<file path="src/hw/rtl/ihex_pkg.sv">
// Shared types, codes and the hex digit decoder for the Intel HEX record parser.
// No dependencies; the files that use it refer to this package by scoped names.
package ihex_pkg;

	// Result kinds
	localparam logic [2:0] KIND_DATA = 3'd0;
	localparam logic [2:0] KIND_OK   = 3'd1;
	localparam logic [2:0] KIND_EOF  = 3'd2;
	localparam logic [2:0] KIND_CSUM = 3'd3;
	localparam logic [2:0] KIND_BAD  = 3'd4;

	// Characters with a meaning of their own
	localparam logic [7:0] CHAR_COLON = 8'h3A;
	localparam logic [7:0] CHAR_LF    = 8'h0A;

	// Record types
	localparam logic [7:0] REC_DATA    = 8'h00;
	localparam logic [7:0] REC_EOF     = 8'h01;
	localparam logic [7:0] REC_EXT_SEG = 8'h02;
	localparam logic [7:0] REC_EXT_LIN = 8'h04;

	// One result item
	typedef struct packed {
		logic [2:0]  kind;
		logic [15:0] address;
		logic [7:0]  value;
	} res_t;

	// Decode one hex digit: bit 4 flags a character that is not a hex digit
	function automatic logic [4:0] hex_value(input logic [7:0] c);
		logic [4:0] r;
		r = 5'h10;
		if (c >= 8'h30 && c <= 8'h39) begin
			r = {1'b0, 4'(c - 8'h30)};
		end else if (c >= 8'h61 && c <= 8'h66) begin
			r = {1'b0, 4'(c - 8'h57)};
		end else if (c >= 8'h41 && c <= 8'h46) begin
			r = {1'b0, 4'(c - 8'h37)};
		end
		return r;
	endfunction

endpackage

</file>
<file path="src/hw/rtl/ihex_if.sv">
// Valid/ready channel interfaces of the Intel HEX record parser: characters in, results out.
// No dependencies; the result kind is a plain three-bit field here.
interface ihex_char_if;
	logic       valid;
	logic       ready;
	logic [7:0] char_in;

	modport source (output valid, output char_in, input ready);
	modport sink   (input valid, input char_in, output ready);
endinterface

interface ihex_rec_if;
	logic        valid;
	logic        ready;
	logic [2:0]  kind;
	logic [15:0] address;
	logic [7:0]  value;

	modport source (output valid, output kind, output address, output value, input ready);
	modport sink   (input valid, input kind, input address, input value, output ready);
endinterface

</file>
<file path="src/hw/rtl/ihex_in_stage.sv">
// Input register of the parser: holds one accepted character until the parser steps on it.
// Depends on ihex_char_if.
module ihex_in_stage (
	input  logic          clk,
	input  logic          arst_n,
	ihex_char_if.sink     chars,
	input  logic          take,
	output logic          valid_s1,
	output logic [7:0]    char_s1
);

	// Accept whenever the stage is empty or is consumed this cycle
	assign chars.ready = !valid_s1 || take;

	// Hold the valid flag
	always_ff @(posedge clk or negedge arst_n) begin
		if (!arst_n) begin
			valid_s1 <= 1'b0;
		end else if (chars.ready) begin
			valid_s1 <= chars.valid;
		end
	end

	// Capture the character on a transfer
	always_ff @(posedge clk) begin
		if (chars.valid && chars.ready) begin
			char_s1 <= chars.char_in;
		end
	end

endmodule

</file>
<file path="src/hw/rtl/ihex_parse.sv">
// Record decoder of the Intel HEX parser: phase state, pair assembly, checksum and addressing.
// Depends on ihex_pkg; steps once per character when the top level enables it.
module ihex_parse (
	input  logic              clk,
	input  logic              arst_n,
	input  logic              step,
	input  logic [7:0]        char_s1,
	output logic              res_valid,
	output ihex_pkg::res_t    res
);

	localparam logic [3:0] PH_LINE_START = 4'd0;
	localparam logic [3:0] PH_SKIP       = 4'd1;
	localparam logic [3:0] PH_LEN        = 4'd2;
	localparam logic [3:0] PH_ADDR_HI    = 4'd3;
	localparam logic [3:0] PH_ADDR_LO    = 4'd4;
	localparam logic [3:0] PH_TYPE       = 4'd5;
	localparam logic [3:0] PH_DATA       = 4'd6;
	localparam logic [3:0] PH_CSUM       = 4'd7;
	localparam logic [3:0] PH_EXT_HI     = 4'd8;
	localparam logic [3:0] PH_EXT_LO     = 4'd9;
	localparam logic [3:0] PH_DONE       = 4'd10;
	localparam logic [3:0] PH_FAILED     = 4'd11;

	logic [3:0]  phase_q, phase_d;
	logic [3:0]  high_nibble_q, high_nibble_d;
	logic        pending_q, pending_d;
	logic [7:0]  rec_len_q, rec_len_d;
	logic [15:0] rec_addr_q, rec_addr_d;
	logic [7:0]  rec_type_q, rec_type_d;
	logic [7:0]  sum_q, sum_d;
	logic [7:0]  count_q, count_d;
	logic [7:0]  ext_high_q, ext_high_d;
	logic [15:0] base_low_q, base_low_d;

	logic [4:0]  digit;
	logic [7:0]  pair;
	logic [7:0]  pair_sum;
	logic [7:0]  count_inc;
	logic [15:0] target;

	assign digit     = ihex_pkg::hex_value(char_s1);
	assign pair      = {high_nibble_q, digit[3:0]};
	assign pair_sum  = sum_q + pair;
	assign count_inc = count_q + 8'd1;
	assign target    = base_low_q + rec_addr_q + {8'd0, count_q};

	// Work out the next state and the result for the character in the input register
	always_comb begin
		phase_d       = phase_q;
		high_nibble_d = high_nibble_q;
		pending_d     = pending_q;
		rec_len_d     = rec_len_q;
		rec_addr_d    = rec_addr_q;
		rec_type_d    = rec_type_q;
		sum_d         = sum_q;
		count_d       = count_q;
		ext_high_d    = ext_high_q;
		base_low_d    = base_low_q;
		res_valid     = 1'b0;
		res           = '0;

		unique case (phase_q)
			PH_DONE, PH_FAILED: begin
			end
			PH_LINE_START: begin
				if (char_s1 == ihex_pkg::CHAR_COLON) begin
					phase_d   = PH_LEN;
					pending_d = 1'b0;
					sum_d     = 8'd0;
				end else if (char_s1 != ihex_pkg::CHAR_LF) begin
					phase_d = PH_SKIP;
				end
			end
			PH_SKIP: begin
				if (char_s1 == ihex_pkg::CHAR_LF) begin
					phase_d = PH_LINE_START;
				end
			end
			PH_LEN, PH_ADDR_HI, PH_ADDR_LO, PH_TYPE, PH_DATA, PH_CSUM,
			PH_EXT_HI, PH_EXT_LO: begin
				if (digit[4]) begin
					// Not a hex digit: flag malformed and stop for good
					phase_d   = PH_FAILED;
					pending_d = 1'b0;
					res_valid = 1'b1;
					res.kind  = ihex_pkg::KIND_BAD;
				end else if (!pending_q) begin
					high_nibble_d = digit[3:0];
					pending_d     = 1'b1;
				end else begin
					// Second digit completes a pair
					pending_d = 1'b0;
					unique case (phase_q)
						PH_LEN: begin
							rec_len_d = pair;
							sum_d     = pair;
							phase_d   = PH_ADDR_HI;
						end
						PH_ADDR_HI: begin
							rec_addr_d = {pair, 8'd0};
							sum_d      = pair_sum;
							phase_d    = PH_ADDR_LO;
						end
						PH_ADDR_LO: begin
							rec_addr_d = {rec_addr_q[15:8], pair};
							sum_d      = pair_sum;
							phase_d    = PH_TYPE;
						end
						PH_TYPE: begin
							rec_type_d = pair;
							sum_d      = pair_sum;
							if (pair == ihex_pkg::REC_EOF) begin
								phase_d   = PH_DONE;
								res_valid = 1'b1;
								res.kind  = ihex_pkg::KIND_EOF;
							end else if (pair == ihex_pkg::REC_EXT_SEG ||
								pair == ihex_pkg::REC_EXT_LIN) begin
								phase_d = PH_EXT_HI;
							end else if (pair == ihex_pkg::REC_DATA) begin
								count_d = 8'd0;
								phase_d = (rec_len_q != 8'd0) ? PH_DATA : PH_CSUM;
							end else begin
								phase_d = PH_SKIP;
							end
						end
						PH_EXT_HI: begin
							ext_high_d = pair;
							phase_d    = PH_EXT_LO;
						end
						PH_EXT_LO: begin
							base_low_d = (rec_type_q == ihex_pkg::REC_EXT_LIN) ? 16'd0
								: {ext_high_q[3:0], pair, 4'd0};
							phase_d = PH_SKIP;
						end
						PH_DATA: begin
							sum_d       = pair_sum;
							count_d     = count_inc;
							if (count_inc == rec_len_q) begin
								phase_d = PH_CSUM;
							end
							res_valid   = 1'b1;
							res.kind    = ihex_pkg::KIND_DATA;
							res.address = target;
							res.value   = pair;
						end
						PH_CSUM: begin
							sum_d     = pair_sum;
							res_valid = 1'b1;
							if (pair_sum == 8'd0) begin
								phase_d  = PH_SKIP;
								res.kind = ihex_pkg::KIND_OK;
							end else begin
								phase_d  = PH_FAILED;
								res.kind = ihex_pkg::KIND_CSUM;
							end
						end
						default: begin
						end
					endcase
				end
			end
			default: begin
				phase_d = PH_FAILED;
			end
		endcase
	end

	// Advance the state on each step
	always_ff @(posedge clk or negedge arst_n) begin
		if (!arst_n) begin
			phase_q       <= PH_LINE_START;
			high_nibble_q <= 4'd0;
			pending_q     <= 1'b0;
			rec_len_q     <= 8'd0;
			rec_addr_q    <= 16'd0;
			rec_type_q    <= 8'd0;
			sum_q         <= 8'd0;
			count_q       <= 8'd0;
			ext_high_q    <= 8'd0;
			base_low_q    <= 16'd0;
		end else if (step) begin
			phase_q       <= phase_d;
			high_nibble_q <= high_nibble_d;
			pending_q     <= pending_d;
			rec_len_q     <= rec_len_d;
			rec_addr_q    <= rec_addr_d;
			rec_type_q    <= rec_type_d;
			sum_q         <= sum_d;
			count_q       <= count_d;
			ext_high_q    <= ext_high_d;
			base_low_q    <= base_low_d;
		end
	end

endmodule

</file>
<file path="src/hw/rtl/ihex_out_reg.sv">
// Result register of the parser: holds one result until the receiver takes it.
// Depends on ihex_pkg and ihex_rec_if.
module ihex_out_reg (
	input  logic              clk,
	input  logic              arst_n,
	input  logic              load,
	input  ihex_pkg::res_t    res,
	output logic              free,
	ihex_rec_if.source        records
);

	logic           valid_q;
	ihex_pkg::res_t res_q;

	// The register can take a new result when empty or drained this cycle
	assign free = !valid_q || records.ready;

	// Hold or refill the valid flag
	always_ff @(posedge clk or negedge arst_n) begin
		if (!arst_n) begin
			valid_q <= 1'b0;
		end else if (free) begin
			valid_q <= load;
		end
	end

	// Capture the payload
	always_ff @(posedge clk) begin
		if (free && load) begin
			res_q <= res;
		end
	end

	assign records.valid   = valid_q;
	assign records.kind    = res_q.kind;
	assign records.address = res_q.address;
	assign records.value   = res_q.value;

endmodule

</file>
<file path="src/hw/rtl/intel_hex_record_parser.sv">
// Intel HEX record parser, top level: input register, record decoder, result register.
// Depends on ihex_pkg, ihex_if, ihex_in_stage, ihex_parse and ihex_out_reg.
//
// Usage:
//   chars   - sink channel, one ASCII character of HEX text per transfer; line feed ends a line.
//   records - source channel, at most one result per character: a data byte with its
//             16-bit target address, record ok, end of file, checksum error or malformed.
//   Path: a taken character waits in the input register, and its result, if any, is
//   decoded into the result register.
//   Throughput: one character per cycle while no stall holds, set by the combinational decode
//   between the input register and the result register.
//   Stall: while the result register holds an untaken result, a character that makes
//   a new result waits in the input register; characters that make no result still
//   pass. chars.ready falls only when the input register is full and cannot step.
//   Reset: arst_n clears the valid flags of both registers and returns the decoder to
//   the start of a line with a zero base address. After end of file or an error every
//   further character is swallowed without a result until the next reset.
module intel_hex_record_parser (
	input  logic          clk,
	input  logic          arst_n,
	ihex_char_if.sink     chars,
	ihex_rec_if.source    records
);

	logic           valid_s1;
	logic [7:0]     char_s1;
	logic           step;
	logic           res_valid;
	ihex_pkg::res_t res;
	logic           out_free;

	// Step when a character waits and its result, if any, has room
	assign step = valid_s1 && (!res_valid || out_free);

	ihex_in_stage u_in (
		.clk      (clk),
		.arst_n   (arst_n),
		.chars    (chars),
		.take     (step),
		.valid_s1 (valid_s1),
		.char_s1  (char_s1)
	);

	ihex_parse u_parse (
		.clk       (clk),
		.arst_n    (arst_n),
		.step      (step),
		.char_s1   (char_s1),
		.res_valid (res_valid),
		.res       (res)
	);

	ihex_out_reg u_out (
		.clk     (clk),
		.arst_n  (arst_n),
		.load    (step && res_valid),
		.res     (res),
		.free    (out_free),
		.records (records)
	);

endmodule

</file>
<file path="src/flat_wrapper.sv">
// flat-port wrapper written by rule: the top's interface ports become plain ports
module intel_hex_record_parser_flat 
  (clk, arst_n, chars_valid, chars_char_in, chars_ready, records_valid, records_kind, records_address, records_value, records_ready);
  ihex_char_if chars_i ();
  ihex_rec_if records_i ();
  input  logic clk;
  input  logic arst_n;
  input wire logic [$bits(chars_i.valid)-1:0] chars_valid;
  input wire logic [$bits(chars_i.char_in)-1:0] chars_char_in;
  output wire logic [$bits(chars_i.ready)-1:0] chars_ready;
  output wire logic [$bits(records_i.valid)-1:0] records_valid;
  output wire logic [$bits(records_i.kind)-1:0] records_kind;
  output wire logic [$bits(records_i.address)-1:0] records_address;
  output wire logic [$bits(records_i.value)-1:0] records_value;
  input wire logic [$bits(records_i.ready)-1:0] records_ready;
  assign chars_i.valid = chars_valid;
  assign chars_i.char_in = chars_char_in;
  assign chars_ready = chars_i.ready;
  assign records_valid = records_i.valid;
  assign records_kind = records_i.kind;
  assign records_address = records_i.address;
  assign records_value = records_i.value;
  assign records_i.ready = records_ready;
  intel_hex_record_parser u_core (.clk(clk), .arst_n(arst_n), .chars(chars_i), .records(records_i));
endmodule
</file>
<file path="config.mk">
export PLATFORM = sky130hd
export DESIGN_NAME = intel_hex_record_parser_flat
export DESIGN_NICKNAME = d
export VERILOG_FILES = /design/src/hw/rtl/ihex_pkg.sv /design/src/hw/rtl/ihex_if.sv /design/src/hw/rtl/ihex_in_stage.sv /design/src/hw/rtl/ihex_parse.sv /design/src/hw/rtl/ihex_out_reg.sv /design/src/hw/rtl/intel_hex_record_parser.sv /design/src/flat_wrapper.sv
export SDC_FILE = /design/constraint.sdc
export NUM_CORES = 1
export LEC_CHECK = 0
export CAP_MARGIN = 40
export CORE_MARGIN = 2
export CORE_UTILIZATION = 45
export CTS_CLUSTER_DIAMETER = 50
export CTS_CLUSTER_SIZE = 16
export DETAILED_ROUTE_END_ITERATION = 8
export DONT_BUFFER_PORTS = 1
export GPL_TIMING_DRIVEN = 0
export MAX_ROUTING_LAYER = met4
export PLACE_DENSITY = 0.72
export SLEW_MARGIN = 20
export SYNTH_ARGS = -nofsm -noshare
export SYNTH_HDL_FRONTEND = slang
export SYNTH_SLANG_ARGS = --single-unit
</file>
<file path="constraint.sdc">
create_clock -name clk -period 4.7 [get_ports clk]
set_clock_uncertainty 0.05 [all_clocks]
set_input_delay 0.235 -clock clk [delete_from_list [all_inputs] [get_ports clk]]
set_output_delay 0.235 -clock clk [all_outputs]
set_load 0.005 [all_outputs]
</file>
# After elaboration in Yosys (flattened, before gate mapping)
# Index checks and enable logic that the tools add are counted.
[word_totals]
ff_bits = 114
latchBits = 0
ramBits = 0
mem_bits_ro = 0
inputBits = 12
out_inout_bits = 29
wordCells = 148
n_memories = 0
[classes]
add_sub_neg = 7
mul = 0
div = 0
n_lt_le_gt_ge = 6
eq_ne = 31
shift = 0
n_mux = 42
bitwise_logic = 6
reduce_logical = 38
[op_table]
columns = ["cell", "count"]
rows = [
  ["2-to-1 mux 8 bit", 6],
  ["one-hot mux 8 bit (2 select lines)", 3],
  ["2-to-1 mux 4 bit", 9],
  ["one-hot mux 16 bit (2 select lines)", 1],
  ["one-hot mux 4 bit (8 select lines)", 1],
  ["2-to-1 mux 27 bit", 1],
  ["AND reduction 5 bit", 5],
  ["2-to-1 mux 24 bit", 1],
  ["adder 16 bit", 1],
  ["adder 16 x 8 -> 16 bit", 1],
  ["equality test 4 x 3 -> 1 bit (second input constant)", 4],
  ["equality test 4 bit (second input constant)", 4],
  ["equality test 8 x 3 -> 1 bit (second input constant)", 2],
  [">= comparator 8 x 7 -> 1 bit (second input constant)", 2],
  ["<= comparator 8 x 7 -> 1 bit (second input constant)", 2],
  ["logical NOT 8 bit", 2],
  ["2-to-1 mux 16 bit", 1],
  ["one-hot mux 4 bit (4 select lines)", 1],
  ["2-to-1 mux 5 bit", 3],
  ["!= test 2 bit (second input constant)", 7],
  ["AND reduction 6 bit", 2],
  ["!= test 10 bit (second input constant)", 1],
  ["!= test 3 bit (second input constant)", 3],
  ["adder 8 x 1 -> 8 bit (second input constant)", 1],
  ["other kinds (35)", 66],
]

# Logic depth before layout (Yosys ltp)
[logic_depth]
depth_word = 16
mapped_depth = 18
mapped_depth_nobuf = 17

# Hierarchy
# A second synthesis with hierarchy kept.
[hier_totals]
cells_unflattened = 653
area_unflattened_um2 = 6406.1
[modules_own_cells]
columns = ["mod", "instances", "cells_per_inst", "area_per_inst_um2", "seq_area_each_um2"]
rows = [
  ["ihex_parse", 1, 607, 5228.8, 1826.8],
  ["ihex_out_reg", 1, 31, 864.6, 835.8],
  ["ihex_in_stage", 1, 12, 294.0, 265.3],
  ["intel_hex_record_parser", 1, 3, 18.8, 0.0],
]

# Worst setup path before layout
# OpenSTA, ideal clock, no wires.
[synth_path]
kind = "register to register"
from = "register u_core.u_in.char_s1[0]"
to = "register u_core.u_out.res_q (netlist bit u_core.u_out.records.address[0]) (enable)"
setup_ps = 446
t_arrival_ps = 3978
required_time_ps = 4204
setup_slack_ps = 226
stages_incl_launch_ff = 10
path_buffers = 0
period_less_slack_ps = 4474
cell_sequence = "edfxtp_1 -> inv_1 -> ha_1 -> o21bai_1 -> a21oi_2 -> mux2i_1 -> nand3_1 -> o21bai_1 -> a21oi_1 -> nor3_1"
[synth_between]
elab_chain_cells = 16
elab_cells_between_ends = 26
cone_classes = "add/sub: 3; order compare: 6; eq/ne: 1; mux: 8; reduce/logical: 8"
[synth_rtl]
columns = ["element", "line", "source"]
rows = [
  ["start, declared", "ihex_in_stage.sv:9", "output logic [7:0] char_s1"],
  ["start signal, assigned", "ihex_in_stage.sv:27", "char_s1 <= chars.char_in;"],
  [">= comparator 8 x 7 -> 1 bit / <= comparator 8 x 7 -> 1 bit (equally long branches)", "ihex_pkg.sv:37", "end else if (c >= 8'h41 && c <= 8'h46) begin"],
  ["logical AND 1 bit", "ihex_pkg.sv:37", ""],
  ["2-to-1 mux 5 bit", "ihex_pkg.sv:37", ""],
  ["2-to-1 mux 5 bit", "ihex_pkg.sv:35", "end else if (c >= 8'h61 && c <= 8'h66) begin"],
  ["2-to-1 mux 5 bit *", "ihex_pkg.sv:33", "if (c >= 8'h30 && c <= 8'h39) begin"],
  ["equality test 8 x 1 -> 1 bit", "ihex_parse.sv:113", "if (pair == ihex_pkg::REC_EOF) begin"],
  ["2-to-1 mux 1 bit", "ihex_parse.sv:113", ""],
  ["one-hot mux 1 bit (2 select lines)", "ihex_parse.sv:94", "unique case (phase_q)"],
  ["2-to-1 mux 1 bit", "ihex_parse.sv:88", "end else if (!pending_q) begin"],
  ["2-to-1 mux 1 bit *", "ihex_parse.sv:82", "if (digit[4]) begin"],
  ["2-to-1 mux 1 bit *", "ihex_parse.sv:63", "unique case (phase_q)"],
  ["logical NOT 1 bit", "intel_hex_record_parser.sv:33", "assign step = valid_s1 && (!res_valid || out_free);"],
  ["logical OR 1 bit", "intel_hex_record_parser.sv:33", ""],
  ["logical AND 1 bit", "intel_hex_record_parser.sv:33", ""],
  ["logical AND 1 bit *", "intel_hex_record_parser.sv:56", ".load (step && res_valid),"],
  ["logical AND 1 bit *", "ihex_out_reg.sv:29", "if (free && load) begin"],
  ["end signal, assigned", "ihex_out_reg.sv:30", "res_q <= res;"],
  ["end, declared", "ihex_out_reg.sv:13", "ihex_pkg::res_t res_q;"],
]
# Every way passes the cells marked *; elsewhere a longest branch is shown, timed or not.
# A chain may end at the register's enable or synchronous reset.

# Worst setup path in the final report
[layout_path]
from = "register u_core.u_in.char_s1[1]"
to = "register u_core.u_parse.phase_q[3]"
[layout_between]
elab_chain_cells = 15
elab_cells_between_ends = 46
cone_classes = "add/sub: 4; order compare: 6; eq/ne: 11; mux: 16; reduce/logical: 9"
[layout_rtl]
columns = ["element", "line", "source"]
rows = [
  ["branches (longest 15 deep; another with >= comparator 8 x 7 -> 1 bit)", "n/a", ""],
  ["end signal, assigned", "ihex_parse.sv:183", "phase_q <= phase_d;"],
  ["end, declared", "ihex_parse.sv:25", "logic [3:0] phase_q, phase_d;"],
]
# Parallel ways; which one is timed is not known. The select of a mux whose other input is x is not followed.

==> flow_summary.rst <==
.. list-table::
   :header-rows: 1

   * - Metric
     - Value
   * - Status
     - complete, no violations
   * - Power per cell area
     - ~260 nW/um^2
   * - Fraction of the cycle the final worst path needs
     - 0.9666
   * - Final number of max-transition violations
     - 0
   * - Leading cell types in the layout, fill and taps excluded
     - sky130_fd_sc_hd__dfrtp_1, sky130_fd_sc_hd__nor2_1, sky130_fd_sc_hd__nand2_1
   * - Clock transition at the registers of the reported paths
     - around 0.07 ns
   * - Post-synthesis to final-layout area growth
     - 12.01%
   * - Sink count of the clock tree
     - 110
   * - Detailed router's first-iteration violation count
     - ~290
   * - Sequence of cells on the critical path
     - inv_1, ha_1, nand2b_1, o21ai_0, o31a_1, inv_1, ha_1, inv_1, fa_1, nor2b_1, o211ai_1, mux2_2, a2111oi_2, a31oi_1, nor2_1, a22o_1, a21oi_1
   * - Maximum clock frequency
     - about 220 MHz
   * - H-tree depth reported by CTS
     - 3
   * - Number of antenna violations at the first check in global routing
     - 0
   * - Actual slew at the worst max-slew pin
     - about 0.75 ns
   * - Portion of total power attributed to sequential cells
     - 0.532
   * - Maximum Capacitance Violations
     - 0
   * - Maximum root-to-sink buffer count
     - 2
   * - Switching Share
     - 0.2235
   * - Vias in the first global route
     - 4821
   * - Int Power
     - between 0.001 and 0.0015 W
   * - Synth cell types
     - between 60 and 70
   * - Kind of launch point of the worst setup path
     - flop
   * - Total net switching power
     - 0.0004190 W
   * - Final-stage net count
     - approximately 700
   * - Clock latency on the worst-skew pair
     - 0.36 ns
   * - Critical-path cell with the highest stage delay
     - sky130_fd_sc_hd__edfxtp_1
   * - Filler Cell Count
     - ~1200
   * - Global-route congestion overflow total
     - 0
   * - Weighted congestion at the end of routability-driven global placement
     - about 0.94
   * - Number of ports placed on the die boundary
     - just over 40
   * - Max transition margin
     - 0.4975
   * - Sum of negative setup slack
     - 0 ns
   * - Average via count per standard cell
     - between 5 and 6
   * - Routed vias
     - around 4800
   * - Pin count of the biggest net entering global routing
     - 76
   * - Most used flip-flop cell after synthesis
     - sky130_fd_sc_hd__dfrtp_1
   * - Data required time at the worst endpoint
     - a little under 5 ns
   * - Part of the total power dissipated in the clock network
     - 0.419
   * - HPWL Detailed
     - 10570 um
   * - Launch point of the worst reg-to-reg path
     - u_core.u_in.char_s1[1]
   * - Post-placement cell area
     - between 6000 and 7000 um^2
   * - Post-synthesis sequential area ratio
     - 0.4609
   * - Cells after synthesis
     - between 600 and 700
   * - Synthesis-stage register bit count
     - between 100 and 150
   * - I/O Buffers
     - 0
   * - Diode count
     - 0
   * - Crit Path Max Fanout
     - 11
   * - Largest stage delay on the critical path
     - approximately 0.50 ns
   * - Horiz. Die Dim
     - between 100 and 150 um
   * - Num rows
     - 43
   * - Number of warnings printed during yosys synthesis
     - 0
   * - Final critical delay including setup and external delays
     - approximately 4.5 ns
   * - Synthesized area
     - around 6400 um^2
   * - Drt pass-1 iters
     - 5
   * - Path class of the lowest-slack min-delay path
     - in2reg
   * - Fraction of final layout cells sized beyond drive strength 1
     - 0.1319
   * - Startpoint of the worst setup timing path
     - u_core.u_in.char_s1[1]
   * - Data arrival, critical path
     - ~4.7 ns
   * - Most common library cell in the layout ignoring fill and taps
     - sky130_fd_sc_hd__dfrtp_1
   * - Launch instance of the worst min-delay path
     - chars_valid
   * - Core area
     - 13830 um^2
   * - Remaining DRCs
     - 0
   * - Global-route total usage across every layer
     - 0.2147
   * - Starting density of the core
     - 0.4594
   * - Wire length of the first global-routing pass
     - 23980 um
   * - Final count of hold timing violations
     - 0
   * - Overall die area
     - around 15000 um^2
   * - Comb power frac
     - 0.049
   * - Count of endpoints failing setup in the final report
     - 0
   * - Crit end category
     - flop
   * - Number of nets with antenna violations after routing
     - 0
   * - Fin area
     - about 7000 um^2
   * - Average cell area after synthesis
     - between 10 and 15 um^2
   * - Worst ir drop on vdd
     - 0.1792 mV
   * - Sum of routed wire length over all layers
     - between 10000 and 15000 um
   * - CTS root buf
     - sky130_fd_sc_hd__clkbuf_16
   * - Setup Crit Path Kind
     - reg2reg
   * - CTS tree
     - done
   * - Most numerous cell on the critical path
     - sky130_fd_sc_hd__inv_1
   * - Number of flops mapped to enable cells by yosys
     - 35
   * - DR WL/cell
     - ~18 um
   * - Num CTS Buffers
     - 9
   * - Net count after synthesis
     - approximately 670
   * - Share of flip-flops with an asynchronous set or reset
     - 0.6818
   * - Leak Pwr
     - roughly 3 nW
   * - Die Y-Extent
     - between 100 and 150 um
layout make-up:
class                           instances  area, um^2  area share
Buffer                                 25       116.4     0.01635
Clock buffer                           12       246.5     0.03464
Clock inverter                          4       53.80    0.007561
Inverter                               30       112.6     0.01583
Multi-Input combinational cell        448        3223      0.4530
Sequential cell                       110        2928      0.4115
Tap cell                              180       225.2     0.03165
Timing Repair Buffer                   23       210.2     0.02954
registers in the layout, summed over array words and instances (netlist names):
| register | cells |
|---|---|
| u_core.u_in.valid_s1 | 1 |
| u_core.u_parse.ext_high_q | 4 |
| u_core.u_out.records.kind | 3 |
| u_core.u_parse.count_q | 8 |
| u_core.u_parse.base_low_q | 12 |
| u_core.u_parse.high_nibble_q | 4 |
| u_core.u_parse.rec_len_q | 8 |
| u_core.u_in.char_s1 | 8 |
| u_core.u_out.records.valid | 1 |
| u_core.u_parse.rec_addr_q | 16 |
| u_core.u_out.records.value | 8 |
| u_core.u_out.records.address | 16 |
| u_core.u_parse.rec_type_q | 8 |
| u_core.u_parse.pending_q | 1 |
| u_core.u_parse.phase_q | 4 |
| u_core.u_parse.sum_q | 8 |
metal layers:
metal,part of all wire,GRT usage,vias to the layer above,wire length [um]
li1,-,-,2287,-
met2,0.48,0.3356,129,7004
met5,0,-,-,0
met3,0.034,0.03950,41,503
met1,0.45,0.2686,2337,6682
met4,0.037,0.1042,0,540
critical path: cells and delay by family, from the launching register on:
family          cells  cell delay [ns]
mux                 1             0.30
simple gates        3             0.56
buf+inv             3             0.60
flops               1             0.50
fa+ha+maj           3             0.86
compound gates      7             1.54
power groups by stage:
stage                     registers (W)  clock network [W]  logic [W]
after detailed placement        0.00102                  0  0.0000619
after global routing           0.000998           0.000837   0.000100
after floorplan                 0.00102                  0  0.0000418
final                          0.000997           0.000786  0.0000918
after CTS                      0.000998           0.000800  0.0000863
after global placement          0.00102                  0  0.0000567
final timing paths:
check                                                      to  slack (ns)  cells after the start
worst max-delay path                u_core.u_parse.phase_q[3]        0.16                     17
worst min-delay path                   u_core.u_in.char_s1[4]        0.23                      1
worst max register to register      u_core.u_parse.phase_q[3]        0.16                     17
worst min register to register  u_core.u_parse.rec_addr_q[12]        0.44                      2
max in group asynchronous             u_core.u_parse.sum_q[3]        3.89                      2
min in group asynchronous        u_core.u_parse.rec_addr_q[3]        0.37                      2
cells in the mapped netlist, types with 4 or more instances:
master	count	area, um^2
sky130_fd_sc_hd__a211oi_1	7	52.55
sky130_fd_sc_hd__a21o_1	6	45.04
sky130_fd_sc_hd__a21oi_1	25	125.1
sky130_fd_sc_hd__a221o_1	4	40.04
sky130_fd_sc_hd__a22o_1	10	87.58
sky130_fd_sc_hd__a31oi_1	5	31.28
sky130_fd_sc_hd__and2_1	11	68.82
sky130_fd_sc_hd__and3_1	5	31.28
sky130_fd_sc_hd__clkbuf_1	19	71.32
sky130_fd_sc_hd__dfrtp_1	75	1877
sky130_fd_sc_hd__edfxtp_1	35	1051
sky130_fd_sc_hd__fa_1	6	120.1
sky130_fd_sc_hd__ha_1	37	462.9
sky130_fd_sc_hd__inv_1	30	112.6
sky130_fd_sc_hd__mux2_2	23	259.0
sky130_fd_sc_hd__mux2_4	4	60.06
sky130_fd_sc_hd__nand2_1	44	165.2
sky130_fd_sc_hd__nand2b_1	6	37.54
sky130_fd_sc_hd__nand3_1	25	125.1
sky130_fd_sc_hd__nor2_1	48	180.2
sky130_fd_sc_hd__nor2b_1	10	62.56
sky130_fd_sc_hd__nor3_1	14	70.07
sky130_fd_sc_hd__nor4_1	8	50.05
sky130_fd_sc_hd__o21ai_0	40	200.2
sky130_fd_sc_hd__o21bai_1	7	52.55
sky130_fd_sc_hd__o22ai_1	4	25.02
sky130_fd_sc_hd__or2_2	8	50.05
sky130_fd_sc_hd__or3_1	7	43.79
sky130_fd_sc_hd__xnor2_1	22	192.7
sky130_fd_sc_hd__xor2_1	11	96.34
cell families after synthesis:
group	count (synthesis)	share of synthesized area
compound gates	139	0.1471
xor+xnor	33	0.04550
fa+ha+maj	44	0.09336
buf+inv	56	0.03604
flops	110	0.4609
mux	28	0.05180
simple gates	204	0.1653
stage by stage:
step                      cells  setup slack (ns)    util  power (W)  hold WS (ns)
after floorplan             614            0.2258       -   0.001057       -0.1106
after global placement      794            -1.243  0.4757   0.001074       -0.1046
after detailed placement    800           -0.5988  0.4791   0.001079       -0.1049
after CTS                   826           0.05952  0.5112   0.001883        0.2197
after global routing        832          -0.08660  0.5146   0.001935        0.2371
final                       832            0.1569  0.5146   0.001875        0.2273
repair_timing:
item | CTS | global route
buffers inserted | 0 | 4
resized for setup | 6 | 3
hold buffers | 11 | 0
endpoints found under the hold margin | 84 | 0
setup endpoints to repair | 4 | 4
pin swaps | 0 | 1
No activity file was read; power rests on OpenSTA's default activity.
